$ cat src/rtl/lltd_pkg.sv
`default_nettype none

package lltd_pkg;

   typedef logic [1:0] op_type;
   localparam op_type OP_DISPATCH = 2'd0;
   localparam op_type OP_ADD      = 2'd1;
   localparam op_type OP_REMOVE   = 2'd2;
   localparam op_type OP_BALANCE  = 2'd3;

   typedef logic [1:0] status_type;
   localparam status_type ST_DONE     = 2'd0;
   localparam status_type ST_EMPTY    = 2'd1;
   localparam status_type ST_BALANCED = 2'd2;
   localparam status_type ST_FULL     = 2'd3;

   localparam int IDX_BITS = 3;
   typedef logic [IDX_BITS-1:0] idx_type;

   localparam int Q_DEPTH      = 2;
   localparam int Q_PTR_BITS   = $clog2(Q_DEPTH);
   localparam int Q_LEVEL_BITS = $clog2(Q_DEPTH + 1);
   typedef logic [Q_LEVEL_BITS-1:0] q_level_type;

   // most group nesting levels that shared_levels can count
   localparam int MAX_LEVELS = 6;

   typedef struct packed {
      op_type  op;
      idx_type named;
      logic    named_ok;
   } task_req_type;

   // number of aligned groups that hold both processor i and processor j
   function automatic int shared_levels(input int i, input int j, input int levels);
      int n;
      n = 0;
      for (int b = 0; b < MAX_LEVELS; b++) begin
         if (b < levels && (i >> b) == (j >> b)) begin
            n = n + 1;
         end
      end
      return n;
   endfunction

endpackage

`default_nettype wire

$ cat src/rtl/least_loaded_task_dispatcher.sv
`default_nettype none

// channel   direction  handshake             payload
// req_      in         req_valid/req_stall   req_operation, req_processor_index
// rsp_      out        rsp_valid/rsp_stall   rsp_target_processor,
//                                            rsp_source_processor, rsp_status
//
// Requests are served one at a time behind a two-entry queue.
// Add or remove answers from S_NAMED (at once if that processor is absent).
// Dispatch or balance: S_SCAN, S_RDMIN, S_RDMAX, S_DECIDE, then S_WR2 when
// balance moves a task; the load scan visits one processor per cycle.
// Synchronous reset clears all counts and loads; no clearing pass is needed.
// A stalled response holds in its register; the queue takes requests until full.

module least_loaded_task_dispatcher #(
   parameter int PROCESSORS = 8,
   parameter int COUNT_BITS = 16
) (
   input  wire logic                  clock,
   input  wire logic                  reset,
   input  wire logic                  req_valid,
   output logic                       req_stall,
   input  wire logic [1:0]            req_operation,
   input  wire logic [2:0]            req_processor_index,
   output logic                       rsp_valid,
   input  wire logic                  rsp_stall,
   output logic [2:0]                 rsp_target_processor,
   output logic [2:0]                 rsp_source_processor,
   output logic [1:0]                 rsp_status
);

   logic                   q_valid;
   logic                   q_pop;
   lltd_pkg::task_req_type q_entry;
   lltd_pkg::q_level_type  q_level;
   logic                   busy;

   lltd_front #(
      .PROCESSORS (PROCESSORS)
   ) u_front (
      .clock               (clock),
      .reset               (reset),
      .req_valid           (req_valid),
      .req_stall           (req_stall),
      .req_operation       (req_operation),
      .req_processor_index (req_processor_index),
      .q_valid             (q_valid),
      .q_entry             (q_entry),
      .q_pop               (q_pop),
      .q_level             (q_level)
   );

   lltd_back #(
      .PROCESSORS (PROCESSORS),
      .COUNT_BITS (COUNT_BITS)
   ) u_back (
      .clock                (clock),
      .reset                (reset),
      .q_valid              (q_valid),
      .q_entry              (q_entry),
      .q_pop                (q_pop),
      .rsp_valid            (rsp_valid),
      .rsp_stall            (rsp_stall),
      .rsp_target_processor (rsp_target_processor),
      .rsp_source_processor (rsp_source_processor),
      .rsp_status           (rsp_status),
      .busy                 (busy)
   );

   a_queue_bound: assert property (@(posedge clock) disable iff (reset)
      int'(q_level) <= lltd_pkg::Q_DEPTH)
      else $error("request queue over its depth");

   a_push_lands: assert property (@(posedge clock) disable iff (reset)
      req_valid && !req_stall |=> q_level != '0)
      else $error("accepted request missing from queue");

   a_rsp_has_cause: assert property (@(posedge clock) disable iff (reset)
      $rose(rsp_valid) |-> $past(q_valid) || $past(busy))
      else $error("response appeared with no request in flight");

   a_pop_needs_entry: assert property (@(posedge clock) disable iff (reset)
      q_pop |-> q_valid && !busy)
      else $error("queue popped while empty or engine busy");

endmodule

`default_nettype wire

$ cat src/rtl/lltd_ram.sv
`default_nettype none

module lltd_ram #(
   parameter int WIDTH = 16,
   parameter int DEPTH = 8
) (
   input  wire logic                     clock,
   input  wire logic                     wr_en,
   input  wire logic [$clog2(DEPTH)-1:0] wr_addr,
   input  wire logic [WIDTH-1:0]         wr_data,
   input  wire logic [$clog2(DEPTH)-1:0] rd_addr,
   output logic      [WIDTH-1:0]         rd_data
);

   logic [WIDTH-1:0] mem [DEPTH];

   always_ff @(posedge clock) begin
      if (wr_en) begin
         mem[wr_addr] <= wr_data;
      end
      rd_data <= mem[rd_addr];
   end

endmodule

`default_nettype wire

$ cat src/rtl/lltd_front.sv
`default_nettype none

module lltd_front #(
   parameter int PROCESSORS = 8
) (
   input  wire logic                   clock,
   input  wire logic                   reset,
   input  wire logic                   req_valid,
   output logic                        req_stall,
   input  wire lltd_pkg::op_type       req_operation,
   input  wire lltd_pkg::idx_type      req_processor_index,
   output logic                        q_valid,
   output lltd_pkg::task_req_type      q_entry,
   input  wire logic                   q_pop,
   output lltd_pkg::q_level_type       q_level
);

   localparam int PTR_BITS = lltd_pkg::Q_PTR_BITS;

   lltd_pkg::task_req_type slot_ff [lltd_pkg::Q_DEPTH];
   lltd_pkg::task_req_type slot_in [lltd_pkg::Q_DEPTH];
   logic [PTR_BITS-1:0]    wr_ptr_ff, wr_ptr_in;
   logic [PTR_BITS-1:0]    rd_ptr_ff, rd_ptr_in;
   lltd_pkg::q_level_type  level_ff, level_in;
   lltd_pkg::task_req_type classified;
   logic                   push;

   assign req_stall = (int'(level_ff) == lltd_pkg::Q_DEPTH);
   assign push      = req_valid && !req_stall;
   assign q_valid   = (level_ff != '0);
   assign q_entry   = slot_ff[rd_ptr_ff];
   assign q_level   = level_ff;

   always_comb begin
      classified.op       = req_operation;
      classified.named    = req_processor_index;
      classified.named_ok = (int'(req_processor_index) < PROCESSORS);
   end

   always_comb begin
      slot_in   = slot_ff;
      wr_ptr_in = wr_ptr_ff;
      rd_ptr_in = rd_ptr_ff;
      level_in  = level_ff;
      if (push) begin
         slot_in[wr_ptr_ff] = classified;
         wr_ptr_in          = PTR_BITS'(wr_ptr_ff + 1'b1);
      end
      if (q_pop) begin
         rd_ptr_in = PTR_BITS'(rd_ptr_ff + 1'b1);
      end
      if (push && !q_pop) begin
         level_in = lltd_pkg::q_level_type'(level_ff + 1'b1);
      end else if (!push && q_pop) begin
         level_in = lltd_pkg::q_level_type'(level_ff - 1'b1);
      end
   end

   always_ff @(posedge clock) begin
      slot_ff <= slot_in;
      if (reset) begin
         wr_ptr_ff <= '0;
         rd_ptr_ff <= '0;
         level_ff  <= '0;
      end else begin
         wr_ptr_ff <= wr_ptr_in;
         rd_ptr_ff <= rd_ptr_in;
         level_ff  <= level_in;
      end
   end

endmodule

`default_nettype wire

$ cat src/rtl/lltd_back.sv
`default_nettype none

module lltd_back #(
   parameter int PROCESSORS = 8,
   parameter int COUNT_BITS = 16
) (
   input  wire logic                   clock,
   input  wire logic                   reset,
   input  wire logic                   q_valid,
   input  wire lltd_pkg::task_req_type q_entry,
   output logic                        q_pop,
   output logic                        rsp_valid,
   input  wire logic                   rsp_stall,
   output lltd_pkg::idx_type           rsp_target_processor,
   output lltd_pkg::idx_type           rsp_source_processor,
   output lltd_pkg::status_type        rsp_status,
   output logic                        busy
);

   localparam int PIDX_BITS = $clog2(PROCESSORS);
   localparam int LEVELS    = PIDX_BITS;
   localparam int LOAD_BITS = COUNT_BITS + LEVELS;
   localparam logic [COUNT_BITS-1:0] COUNT_MAX = {COUNT_BITS{1'b1}};
   localparam logic [PIDX_BITS-1:0]  LAST_IDX  = PIDX_BITS'(PROCESSORS - 1);

   localparam logic [2:0] S_IDLE   = 3'd0;
   localparam logic [2:0] S_NAMED  = 3'd1;
   localparam logic [2:0] S_SCAN   = 3'd2;
   localparam logic [2:0] S_RDMIN  = 3'd3;
   localparam logic [2:0] S_RDMAX  = 3'd4;
   localparam logic [2:0] S_DECIDE = 3'd5;
   localparam logic [2:0] S_WR2    = 3'd6;

   logic [2:0]                state_ff, state_in;
   lltd_pkg::op_type          op_ff, op_in;
   logic [PIDX_BITS-1:0]      named_ff, named_in;
   logic [PIDX_BITS-1:0]      idx_ff, idx_in;
   logic [PIDX_BITS-1:0]      min_i_ff, min_i_in;
   logic [PIDX_BITS-1:0]      max_i_ff, max_i_in;
   logic [LOAD_BITS-1:0]      min_load_ff, min_load_in;
   logic [LOAD_BITS-1:0]      max_load_ff, max_load_in;
   logic [COUNT_BITS-1:0]     cnt_min_ff, cnt_min_in;
   logic [LOAD_BITS-1:0]      load_ff [PROCESSORS];
   logic [LOAD_BITS-1:0]      load_in [PROCESSORS];
   logic [LOAD_BITS-1:0]      scan_ff [PROCESSORS];
   logic [LOAD_BITS-1:0]      scan_in [PROCESSORS];
   logic [PROCESSORS-1:0]     vld_ff, vld_in;
   logic                      rd_vld_ff;
   logic                      out_vld_ff, out_vld_in;
   lltd_pkg::idx_type         out_tgt_ff, out_tgt_in;
   lltd_pkg::idx_type         out_src_ff, out_src_in;
   lltd_pkg::status_type      out_st_ff, out_st_in;

   logic [PIDX_BITS-1:0]      rd_addr;
   logic [COUNT_BITS-1:0]     rd_data;
   logic [COUNT_BITS-1:0]     cnt_rd;
   logic                      wr_en;
   logic                      wr_up;
   logic [PIDX_BITS-1:0]      wr_addr;
   logic [COUNT_BITS-1:0]     wr_data;
   logic                      emit;
   lltd_pkg::idx_type         e_tgt;
   lltd_pkg::idx_type         e_src;
   lltd_pkg::status_type      e_st;
   logic                      out_free;

   lltd_ram #(
      .WIDTH (COUNT_BITS),
      .DEPTH (PROCESSORS)
   ) u_count_ram (
      .clock   (clock),
      .wr_en   (wr_en),
      .wr_addr (wr_addr),
      .wr_data (wr_data),
      .rd_addr (rd_addr),
      .rd_data (rd_data)
   );

   // a count never written since reset reads as zero
   assign cnt_rd   = rd_vld_ff ? rd_data : '0;
   assign out_free = !out_vld_ff || !rsp_stall;

   assign rsp_valid            = out_vld_ff;
   assign rsp_target_processor = out_tgt_ff;
   assign rsp_source_processor = out_src_ff;
   assign rsp_status           = out_st_ff;
   assign busy                 = (state_ff != S_IDLE);

   always_comb begin
      state_in    = state_ff;
      op_in       = op_ff;
      named_in    = named_ff;
      idx_in      = idx_ff;
      min_i_in    = min_i_ff;
      max_i_in    = max_i_ff;
      min_load_in = min_load_ff;
      max_load_in = max_load_ff;
      cnt_min_in  = cnt_min_ff;
      scan_in     = scan_ff;
      q_pop       = 1'b0;
      rd_addr     = named_ff;
      wr_en       = 1'b0;
      wr_up       = 1'b1;
      wr_addr     = named_ff;
      wr_data     = '0;
      emit        = 1'b0;
      e_tgt       = lltd_pkg::idx_type'(named_ff);
      e_src       = '0;
      e_st        = lltd_pkg::ST_DONE;

      unique case (state_ff)
         S_IDLE: begin
            if (q_valid && out_free) begin
               q_pop    = 1'b1;
               op_in    = q_entry.op;
               named_in = PIDX_BITS'(q_entry.named);
               unique case (q_entry.op) inside
                  lltd_pkg::OP_ADD, lltd_pkg::OP_REMOVE: begin
                     if (!q_entry.named_ok) begin
                        // no such processor: answer at once
                        emit  = 1'b1;
                        e_tgt = q_entry.named;
                        if (q_entry.op == lltd_pkg::OP_REMOVE) begin
                           e_src = q_entry.named;
                           e_st  = lltd_pkg::ST_EMPTY;
                        end else begin
                           e_st  = lltd_pkg::ST_FULL;
                        end
                     end else begin
                        rd_addr  = PIDX_BITS'(q_entry.named);
                        state_in = S_NAMED;
                     end
                  end
                  default: begin
                     idx_in      = '0;
                     min_i_in    = '0;
                     max_i_in    = '0;
                     min_load_in = '1;
                     max_load_in = '0;
                     scan_in     = load_ff;
                     state_in    = S_SCAN;
                  end
               endcase
            end
         end

         S_NAMED: begin
            emit     = 1'b1;
            state_in = S_IDLE;
            if (op_ff == lltd_pkg::OP_ADD) begin
               if (cnt_rd == COUNT_MAX) begin
                  e_st = lltd_pkg::ST_FULL;
               end else begin
                  wr_en   = 1'b1;
                  wr_data = cnt_rd + 1'b1;
               end
            end else begin
               e_src = lltd_pkg::idx_type'(named_ff);
               if (cnt_rd == '0) begin
                  e_st = lltd_pkg::ST_EMPTY;
               end else begin
                  wr_en   = 1'b1;
                  wr_up   = 1'b0;
                  wr_data = cnt_rd - 1'b1;
               end
            end
         end

         S_SCAN: begin
            // strict compares keep the lowest index on ties
            if (scan_ff[0] < min_load_ff) begin
               min_load_in = scan_ff[0];
               min_i_in    = idx_ff;
            end
            if (scan_ff[0] > max_load_ff) begin
               max_load_in = scan_ff[0];
               max_i_in    = idx_ff;
            end
            for (int k = 0; k < PROCESSORS - 1; k++) begin
               scan_in[k] = scan_ff[k+1];
            end
            if (idx_ff == LAST_IDX) begin
               state_in = S_RDMIN;
            end else begin
               idx_in = PIDX_BITS'(idx_ff + 1'b1);
            end
         end

         S_RDMIN: begin
            rd_addr  = min_i_ff;
            state_in = S_RDMAX;
         end

         S_RDMAX: begin
            rd_addr    = max_i_ff;
            cnt_min_in = cnt_rd;
            state_in   = S_DECIDE;
         end

         S_DECIDE: begin
            emit     = 1'b1;
            e_tgt    = lltd_pkg::idx_type'(min_i_ff);
            state_in = S_IDLE;
            if (op_ff == lltd_pkg::OP_DISPATCH) begin
               if (cnt_min_ff == COUNT_MAX) begin
                  e_st = lltd_pkg::ST_FULL;
               end else begin
                  wr_en   = 1'b1;
                  wr_addr = min_i_ff;
                  wr_data = cnt_min_ff + 1'b1;
               end
            end else begin
               e_src = lltd_pkg::idx_type'(max_i_ff);
               if ((max_load_ff - min_load_ff) < LOAD_BITS'(2)) begin
                  e_st = lltd_pkg::ST_BALANCED;
               end else if (cnt_rd == '0) begin
                  e_st = lltd_pkg::ST_EMPTY;
               end else if (cnt_min_ff == COUNT_MAX) begin
                  e_st = lltd_pkg::ST_FULL;
               end else begin
                  // take from the source now, give to the target next cycle
                  wr_en    = 1'b1;
                  wr_up    = 1'b0;
                  wr_addr  = max_i_ff;
                  wr_data  = cnt_rd - 1'b1;
                  state_in = S_WR2;
               end
            end
         end

         S_WR2: begin
            wr_en    = 1'b1;
            wr_addr  = min_i_ff;
            wr_data  = cnt_min_ff + 1'b1;
            state_in = S_IDLE;
         end

         default: begin
            state_in = S_IDLE;
         end
      endcase
   end

   // every processor sharing a group with the written one moves by one per shared level
   always_comb begin
      load_in = load_ff;
      vld_in  = vld_ff;
      if (wr_en) begin
         vld_in[wr_addr] = 1'b1;
         for (int i = 0; i < PROCESSORS; i++) begin
            if (wr_up) begin
               load_in[i] = load_ff[i]
                  + LOAD_BITS'(lltd_pkg::shared_levels(i, int'(wr_addr), LEVELS));
            end else begin
               load_in[i] = load_ff[i]
                  - LOAD_BITS'(lltd_pkg::shared_levels(i, int'(wr_addr), LEVELS));
            end
         end
      end
   end

   always_comb begin
      out_tgt_in = out_tgt_ff;
      out_src_in = out_src_ff;
      out_st_in  = out_st_ff;
      if (emit) begin
         out_vld_in = 1'b1;
         out_tgt_in = e_tgt;
         out_src_in = e_src;
         out_st_in  = e_st;
      end else if (rsp_stall) begin
         out_vld_in = out_vld_ff;
      end else begin
         out_vld_in = 1'b0;
      end
   end

   always_ff @(posedge clock) begin
      op_ff       <= op_in;
      named_ff    <= named_in;
      idx_ff      <= idx_in;
      min_i_ff    <= min_i_in;
      max_i_ff    <= max_i_in;
      min_load_ff <= min_load_in;
      max_load_ff <= max_load_in;
      cnt_min_ff  <= cnt_min_in;
      scan_ff     <= scan_in;
      out_tgt_ff  <= out_tgt_in;
      out_src_ff  <= out_src_in;
      out_st_ff   <= out_st_in;
      if (reset) begin
         state_ff   <= S_IDLE;
         out_vld_ff <= 1'b0;
         vld_ff     <= '0;
         rd_vld_ff  <= 1'b0;
         for (int i = 0; i < PROCESSORS; i++) begin
            load_ff[i] <= '0;
         end
      end else begin
         state_ff   <= state_in;
         out_vld_ff <= out_vld_in;
         vld_ff     <= vld_in;
         rd_vld_ff  <= vld_ff[rd_addr];
         load_ff    <= load_in;
      end
   end

endmodule

`default_nettype wire

$ cat config.mk
export PLATFORM = sky130hd
export DESIGN_NAME = least_loaded_task_dispatcher
export DESIGN_NICKNAME = d
export VERILOG_FILES = /design/src/rtl/lltd_pkg.sv /design/src/rtl/least_loaded_task_dispatcher.sv /design/src/rtl/lltd_ram.sv /design/src/rtl/lltd_front.sv /design/src/rtl/lltd_back.sv
export SDC_FILE = /design/constraint.sdc
export NUM_CORES = 1
export LEC_CHECK = 0
export BUFFER_PORTS_ARGS = -buffer_cell sky130_fd_sc_hd__buf_2
export CORE_MARGIN = 2
export CORE_UTILIZATION = 50
export DETAILED_ROUTE_END_ITERATION = 12
export GPL_TIMING_DRIVEN = 0
export PLACE_DENSITY = 0.65
export REMOVE_ABC_BUFFERS = 1
export SYNTH_ARGS = -nofsm -noshare
export SYNTH_HDL_FRONTEND = slang
export SYNTH_SLANG_ARGS = --single-unit
$ cat constraint.sdc
create_clock -name clock -period 9.6 [get_ports clock]
set_input_delay 1.44 -clock clock [delete_from_list [all_inputs] [get_ports clock]]
set_output_delay 1.44 -clock clock [all_outputs]
set_load 0.02 [all_outputs]
## After elaboration in Yosys (flattened, before gate mapping)

Memory sizes are Yosys's and may differ from the RTL's. A register that Yosys moved wholly into a read port is not among the register bits.
Index checks and enable logic that the tools add are counted.

| operators by class | value |
|---|---|
| eq/ne operators | 31 |
| reductions and logical operators | 30 |
| add/sub/neg operators | 57 |
| bitwise logic cells | 4 |
| magnitude comparators | 9 |
| multiplexer cells | 252 |

Operators by type and width:

| kind | number |
|---|---|
| 19-bit two-way mux | 142 |
| 19-bit by 2-bit adder with 19-bit output, second input constant | 32 |
| 152-bit two-way mux | 2 |
| 133-bit case mux with 2 select lines | 1 |
| 19-bit subtractor | 9 |
| 19-bit adder | 8 |
| 16-bit two-way mux | 9 |
| 32-bit logical NOT | 3 |
| 3-bit two-way mux | 30 |
| 19-bit case mux with 2 select lines | 2 |
| 16-bit case mux with 3 select lines | 1 |
| 1-bit two-way mux | 33 |
| 16-bit by 1-bit adder with 16-bit output, second input constant | 2 |
| 16-bit equality test, second input constant | 2 |
| 3-bit case mux with 2 select lines | 5 |
| 2-bit two-way mux | 12 |
| 6-bit two-way mux | 4 |
| 19-bit > comparator | 1 |
| 19-bit < comparator | 1 |
| 19-bit by 2-bit < comparator with 1-bit output, second input constant | 1 |
| 3-bit case mux with 3 select lines | 2 |
| 16-bit logical NOT | 1 |
| 16-bit by 1-bit subtractor with 16-bit output, second input constant | 1 |
| 3-bit case mux with 5 select lines | 1 |
| 41 further kinds | 78 |

| storage, ports and cells | value |
|---|---|
| input bits | 9 |
| memories kept | 1 |
| word-level logic and storage cells | 424 |
| flip-flop bits (word level) | 409 |
| memory bits (writable) | 128 |

Memory list:

| memory | words | bits a word | read ports | clocked after memory_dff | write ports | RTL line | source |
|---|---|---|---|---|---|---|---|
| u_back.u_count_ram.mem | 8 | 16 | 1 | 1 | 1 | lltd_ram.sv:15 | `logic [WIDTH-1:0] mem [DEPTH];` |

## Logic depth before layout (Yosys ltp)

| logic depth | value |
|---|---|
| word-level depth | 20 |
| depth in mapped cells | 32 |
| mapped depth without buffers | 29 |

## By module

From an unflattened synthesis, not the netlist that was laid out.

| unflattened totals | value |
|---|---|
| cells, all modules | 2927 |
| area, all modules | 30868.4 um2 |

Modules (own cells, without submodules):

| module | seq. area each (um2) | cells an instance | times used | area each (um2) |
|---|---|---|---|---|
| lltd_back | 10149.7 | 2672 | 1 | 25006.5 |
| lltd_ram | 4164.0 | 214 | 1 | 5293.8 |
| lltd_front | 380.4 | 41 | 1 | 568.0 |

## Least setup slack after synthesis

OpenSTA, ideal clock, no wires.

| timing | value |
|---|---|
| path kind | register to register |
| from | reg u_back.max_load_ff[0] |
| to | reg u_back.load_ff[151] (netlist bit) |
| data required time | 9.530 ns |
| stages on the path, launching flop included | 25 |
| buffers on the path | 2 |
| setup time | 0.070 ns |
| slack | 1.187 ns |
| arrival time | 8.343 ns |
| path through | edfxtp_1 nand2b_1 fa_1 inv_1 o311ai_1 a2111oi_1 o2111ai_1 or4_1 a2111oi_4 nand4_4 mux2_2 clkbuf_1 buf_1 nor2_1 ha_1 o21a_1 a2111oi_0 nor3b_1 o21a_1 o21bai_1 a21oi_1 a31o_2 and3_1 or4_1 a21oi_1 |

| between the ends | value |
|---|---|
| cells in the longest elaborated chain, start to end | 19 |

Ends and longest elaborated chain:

| what | RTL line | source |
|---|---|---|
| start, declared | lltd_back.sv:41 | `logic [LOAD_BITS-1:0] max_load_ff, max_load_in;` |
| start signal, assigned | lltd_back.sv:285 | `max_load_ff <= max_load_in;` |
| 19-bit subtractor * | lltd_back.sv:214 | `if ((max_load_ff - min_load_ff) < LOAD_BITS'(2)) begin` |
| 19-bit by 2-bit < comparator with 1-bit output * | lltd_back.sv:214 |  |
| 3-bit two-way mux | lltd_back.sv:214 |  |
| 3-bit two-way mux | lltd_back.sv:204 | `if (op_ff == lltd_pkg::OP_DISPATCH) begin` |
| 3-bit case mux with 2 select lines | lltd_back.sv:111 | `unique case (state_ff)` |
| 32-bit logical NOT | lltd_pkg.sv:39 | `if (b < levels && (i >> b) == (j >> b)) begin` |
| 1-bit two-way mux | lltd_pkg.sv:39 |  |
| 19-bit two-way mux | lltd_back.sv:251 | `if (wr_up) begin` |
| [3 not listed] | - |  |
| 19-bit two-way mux | lltd_back.sv:251 |  |
| 19-bit two-way mux | lltd_back.sv:248 | `if (wr_en) begin` |
| 19-bit by 2-bit adder with 19-bit output | lltd_pkg.sv:40 | `n = n + 1;` |
| 19-bit two-way mux | lltd_pkg.sv:39 |  |
| 19-bit two-way mux | lltd_back.sv:251 |  |
| 19-bit two-way mux | lltd_back.sv:248 |  |
| 19-bit subtractor / 19-bit adder (equally long branches) | lltd_back.sv:256, lltd_back.sv:253 |  |
| 19-bit two-way mux | lltd_back.sv:251 |  |
| end signal, assigned | lltd_back.sv:304 | `load_ff <= load_in;` |
| end, declared | lltd_back.sv:43 | `logic [LOAD_BITS-1:0] load_ff [PROCESSORS];` |

Every way passes the cells marked *; elsewhere a longest branch is shown, timed or not. The select of a mux whose other input is x is not followed.
A chain may end at the register's enable or synchronous reset.

## Worst setup path after layout

| timing | value |
|---|---|
| from | reg u_back.max_load_ff[0] |
| to | reg u_back.load_ff[18] (netlist bit) |

| between the ends | value |
|---|---|
| cells in the longest elaborated chain, start to end | 19 |

Ends and longest elaborated chain:

| what | RTL line |
|---|---|
| 19-bit subtractor * | lltd_back.sv:214 |
| 19-bit by 2-bit < comparator with 1-bit output * | lltd_back.sv:214 |
| 3-bit two-way mux | lltd_back.sv:214 |
| 3-bit two-way mux | lltd_back.sv:204 |
| 3-bit case mux with 2 select lines | lltd_back.sv:111 |
| 1-bit by 3-bit equality test with 1-bit output | lltd_pkg.sv:39 |
| 1-bit two-way mux | lltd_pkg.sv:39 |
| 19-bit two-way mux | lltd_back.sv:251 |
| [3 not listed] | - |
| 19-bit two-way mux | lltd_back.sv:251 |
| 19-bit two-way mux | lltd_back.sv:248 |
| 19-bit by 2-bit adder with 19-bit output | lltd_pkg.sv:40 |
| 19-bit two-way mux | lltd_pkg.sv:39 |
| 19-bit two-way mux | lltd_back.sv:251 |
| 19-bit two-way mux | lltd_back.sv:248 |
| 19-bit subtractor / 19-bit adder (equally long branches) | lltd_back.sv:256, lltd_back.sv:253 |
| 19-bit two-way mux | lltd_back.sv:251 |

Marked as above.

==> flow_results.xml <==
<?xml version="1.0" encoding="UTF-8"?>
<metrics>
  <group name="pwr">
    <metric name="power-per-cell-area" unit="nW/um^2">290.3</metric>
    <metric name="power.ir.vdd_worst" unit="mV">0.1844</metric>
    <metric name="leakagePower" unit="nW">13.46</metric>
  </group>
  <group name="finish">
    <metric name="post-route-cell-area" unit="um^2">34110</metric>
    <metric name="diodes" unit="">0</metric>
    <metric name="layout.cells.most_common_list" unit="">nand2_1 (462), edfxtp_1 (366), a21oi_1 (292), nor2_1 (226), ha_1 (220)</metric>
    <metric name="layout_commonest_cell" unit="">nand2_1</metric>
    <metric name="post_route_cells_drive_above_1_share" unit="%">7.541</metric>
    <metric name="layout.filler_cells" unit="">5075</metric>
    <metric name="fin_nets" unit="">3328</metric>
    <metric name="area_growth" unit="%">11.63</metric>
    <metric name="final_cell_count_no_fill" unit="">3925</metric>
  </group>
  <group name="detailed_routing">
    <metric name="post_drt_via_cell_ratio" unit="">5.884</metric>
    <metric name="drt-total-wl" unit="um">70550</metric>
    <metric name="drt-initial-drc-count" unit="">1684</metric>
    <metric name="post-route-drc-count" unit="">0</metric>
    <metric name="drt_pre_antenna_iters" unit="">5</metric>
    <metric name="wl_per_cell" unit="um">17.97</metric>
    <metric name="drt.antenna.violating_nets" unit="">0</metric>
    <metric name="route.vias.total" unit="">23090</metric>
  </group>
  <group name="placed_design">
    <metric name="globalplace.congestion" unit="">0.8364</metric>
    <metric name="port-buffer-count" unit="">18</metric>
    <metric name="placement.cell_area" unit="um^2">31970</metric>
    <metric name="placedCellCount" unit="">3807</metric>
    <metric name="place.detailed.hpwl" unit="um">48260</metric>
  </group>
  <group name="global_routing">
    <metric name="wire_length_of_the_first_global_routing_pass" unit="um">116500</metric>
    <metric name="pin_count_of_the_biggest_net_entering_global_routing" unit="">89</metric>
    <metric name="number_of_global_route_vias_before_repair" unit="">23140</metric>
    <metric name="antenna_found_initial" unit="">0</metric>
    <metric name="gr-usage-all-layers" unit="%">22.28</metric>
    <metric name="total_overflow_reported_by_the_global_router" unit="">0</metric>
  </group>
  <group name="timing">
    <metric name="timing_worst_slew_pin_value" unit="ns">1.208</metric>
    <metric name="maxSlewViolCount" unit="">0</metric>
    <metric name="finalSetupViolations" unit="">0</metric>
    <metric name="setup_repair_after_global_routing_missed_its_margin" unit="">false</metric>
    <metric name="max-slew-margin-rel" unit="%">19.12</metric>
    <metric name="fmaxAchievable" unit="MHz">114.5</metric>
    <metric name="final.setup_skew" unit="ns">0.04446</metric>
    <metric name="finalWorstPathRequiredPeriod" unit="ns">8.732</metric>
    <metric name="finalCritPeriodShare" unit="%">90.96</metric>
    <metric name="finalSetupTns" unit="ns">0</metric>
    <metric name="report.final.hold_viol_count" unit="">0</metric>
  </group>
  <group name="logic_synthesis">
    <metric name="area_of_the_mapped_netlist" unit="um^2">30560</metric>
    <metric name="postSynthCellCount" unit="">3091</metric>
    <metric name="synthArstFlopShare" unit="%">0</metric>
    <metric name="synth.lib_cells_used.distinct" unit="">81</metric>
    <metric name="yosysSeqAreaShare" unit="%">48.08</metric>
    <metric name="ys_dominant_reg_cell" unit="">edfxtp_1</metric>
    <metric name="synth_area_per_cell" unit="um^2">9.887</metric>
    <metric name="synth_warnings" unit="">0</metric>
    <metric name="synth_enable_flop_cells" unit="">366</metric>
    <metric name="ys_seq_elements" unit="">551</metric>
  </group>
  <group name="cts">
    <metric name="cts_num_sinks" unit="">551</metric>
    <metric name="tritoncts" unit="">built</metric>
    <metric name="post_cts_resized" unit="">0</metric>
    <metric name="max-clock-path-buffers" unit="">3</metric>
    <metric name="clock_pin_slew_on_the_worst_setup_and_hold_paths" unit="ns">0.06</metric>
    <metric name="clk_latency" unit="ns">0.66</metric>
    <metric name="htree_levels" unit="">2</metric>
    <metric name="clock-root-buffer" unit="">clkbuf_16</metric>
    <metric name="cts_inserted_buffers" unit="">61</metric>
    <metric name="post_cts_hold_buffer_count" unit="">0</metric>
    <metric name="cts_setup_buffers" unit="">0</metric>
  </group>
  <group name="floorplanning">
    <metric name="row_count" unit="">90</metric>
    <metric name="initial_core_util" unit="%">50.63</metric>
    <metric name="die-area" unit="um^2">63110</metric>
    <metric name="floorplan.io_pins" unit="">19</metric>
    <metric name="fp.dieH" unit="um">251.2</metric>
    <metric name="coreArea" unit="um^2">60360</metric>
    <metric name="chipWidth" unit="um">251.2</metric>
  </group>
  <group name="setup_path">
    <metric name="startpoint_type_of_the_worst_setup_path" unit="">flop</metric>
    <metric name="critPathRequiredTime" unit="ns">10.16</metric>
    <metric name="max_stage_delay" unit="ns">0.95</metric>
    <metric name="critical_path_peak_fanout" unit="">36</metric>
    <metric name="classification_of_the_worst_setup_path" unit="">flop to flop</metric>
    <metric name="timing.critical_path.slowest_stage_cell" unit="">mux2_2</metric>
    <metric name="endpoint_kind" unit="">flop</metric>
    <metric name="arrival" unit="ns">9.30</metric>
  </group>
  <group name="worst_hold_path">
    <metric name="timing.hold.worst.class" unit="">flop to flop</metric>
  </group>
  <group name="job">
    <metric name="timing.max_cap.violations" unit="">0</metric>
  </group>
  <group name="outcome">
    <metric name="outcome" unit="">finished clean</metric>
  </group>
</metrics>
[area by class of cell]
cell class | instances | area, um^2 | share of cell area (%)
Clock buffer | 74 | 1605 | 4.706
Clock inverter | 42 | 500.5 | 1.467
Inverter | 111 | 421.7 | 1.236
Multi-Input combinational cell | 2285 | 14900 | 43.68
Sequential cell | 551 | 14690 | 43.07
Tap cell | 782 | 978.4 | 2.868
Timing Repair Buffer | 80 | 1013 | 2.971
[path summary, 6_finish.rpt]
| check | start | to | slack (ns) | cells past startpoint |
|---|---|---|---|---|
| max | u_back.max_load_ff[0] | u_back.load_ff[18] | 0.87 | 28 |
| min | u_back.vld_ff[7] | u_back.vld_ff[7] | 0.46 | 2 |
| min reg2reg | u_back.vld_ff[7] | u_back.vld_ff[7] | 0.46 | 2 |
| max reg2reg | u_back.max_load_ff[0] | u_back.load_ff[18] | 0.87 | 28 |
[through the flow]
stage | hold slack, ns | util, % | power (mW) | setup WS, ns
finish | 0.4558 | 56.52 | 9.904 | 0.8683
global route | 0.4773 | 56.52 | 10.55 | 0.1506
CTS | 0.4574 | 56.46 | 9.940 | 0.7310
detailed placement | 0.4449 | 52.97 | 7.487 | 0.7603
global placement | 0.4288 | 51.33 | 7.255 | -60.08
floorplan | 0.4223 | - | 6.178 | -14.08
[per-layer routing]
metal	global-route usage (%)	share of wire (%)	up-vias
met5	0	0	-
met4	7.279	2.3	0
met3	2.557	5.1	108
met2	38.60	48	580
met1	29.11	44	11130
li1	-	-	11280
[state kept, by name, summed over array words and instances, names as in the netlist, 3 cells and up]
signal	cells
u_back.vld_ff	8
u_back.scan_ff	152
u_back.min_load_ff	19
u_back.idx_ff	3
u_back.max_load_ff	19
u_front.slot_ff	10
u_back.max_i_ff	3
u_back.cnt_min_ff	16
u_back.named_ff	3
u_back.min_i_ff	3
u_back.rsp_source_processor	3
u_back.state_ff	3
u_back.u_count_ram.rd_data	16
u_back.rsp_target_processor	3
u_back.u_count_ram.mem	128
u_back.load_ff	152
[kinds of logic (layout without fill, tap and decap cells)]
family / after synthesis / in the layout / synth area share, %
mux: 18 / 18 / 0.6264
flops: 551 / 551 / 48.08
simple gates: 1019 / 1019 / 14.87
compound gates: 844 / 844 / 18.33
buf+inv: 255 / 307 / 3.472
fa+ha+maj: 229 / 229 / 9.597
xor+xnor: 175 / 175 / 5.016
[report_power, final]
part | internal, mW | total (mW) | switching [mW]
clock | 1.44 | 2.43 | 0.990
combinational | 1.36 | 3.81 | 2.45
sequential | 3.33 | 3.66 | 0.332
[worst max-delay path: cells and delay by family, from the launching register on]
kind                     cells  cell delay, ns
adder cells (fa/ha/maj)      3            1.14
multiplexers                 1            0.95
flip-flops                   1            0.39
AND/OR/NAND/NOR              9            2.59
buffers and inverters        1            0.10
AO/OA/AOI/OAI               14            3.45
[cells in the mapped netlist, drive strengths merged (19+ instances only)]
master / number / share of area, %
nand2: 466 / 5.7
a22o: 133 / 3.8
o21a: 23 / 0.57
ha: 220 / 9.0
nor3: 46 / 0.75
o21ai: 129 / 2.1
edfxtp: 366 / 36
a31oi: 19 / 0.39
or3: 23 / 0.47
inv: 110 / 1.4
nand2b: 39 / 0.80
clkbuf: 107 / 1.3
a211oi: 31 / 0.80
dfxtp: 185 / 12
xor2: 62 / 1.8
nand3: 85 / 1.4
o211ai: 29 / 0.71
a21o: 52 / 1.3
and3: 33 / 0.68
a21oi: 292 / 4.8
and2: 34 / 0.70
xnor2: 113 / 3.2
nor2: 228 / 2.8
buf: 37 / 0.79
(Power assumes the default switching activity.)
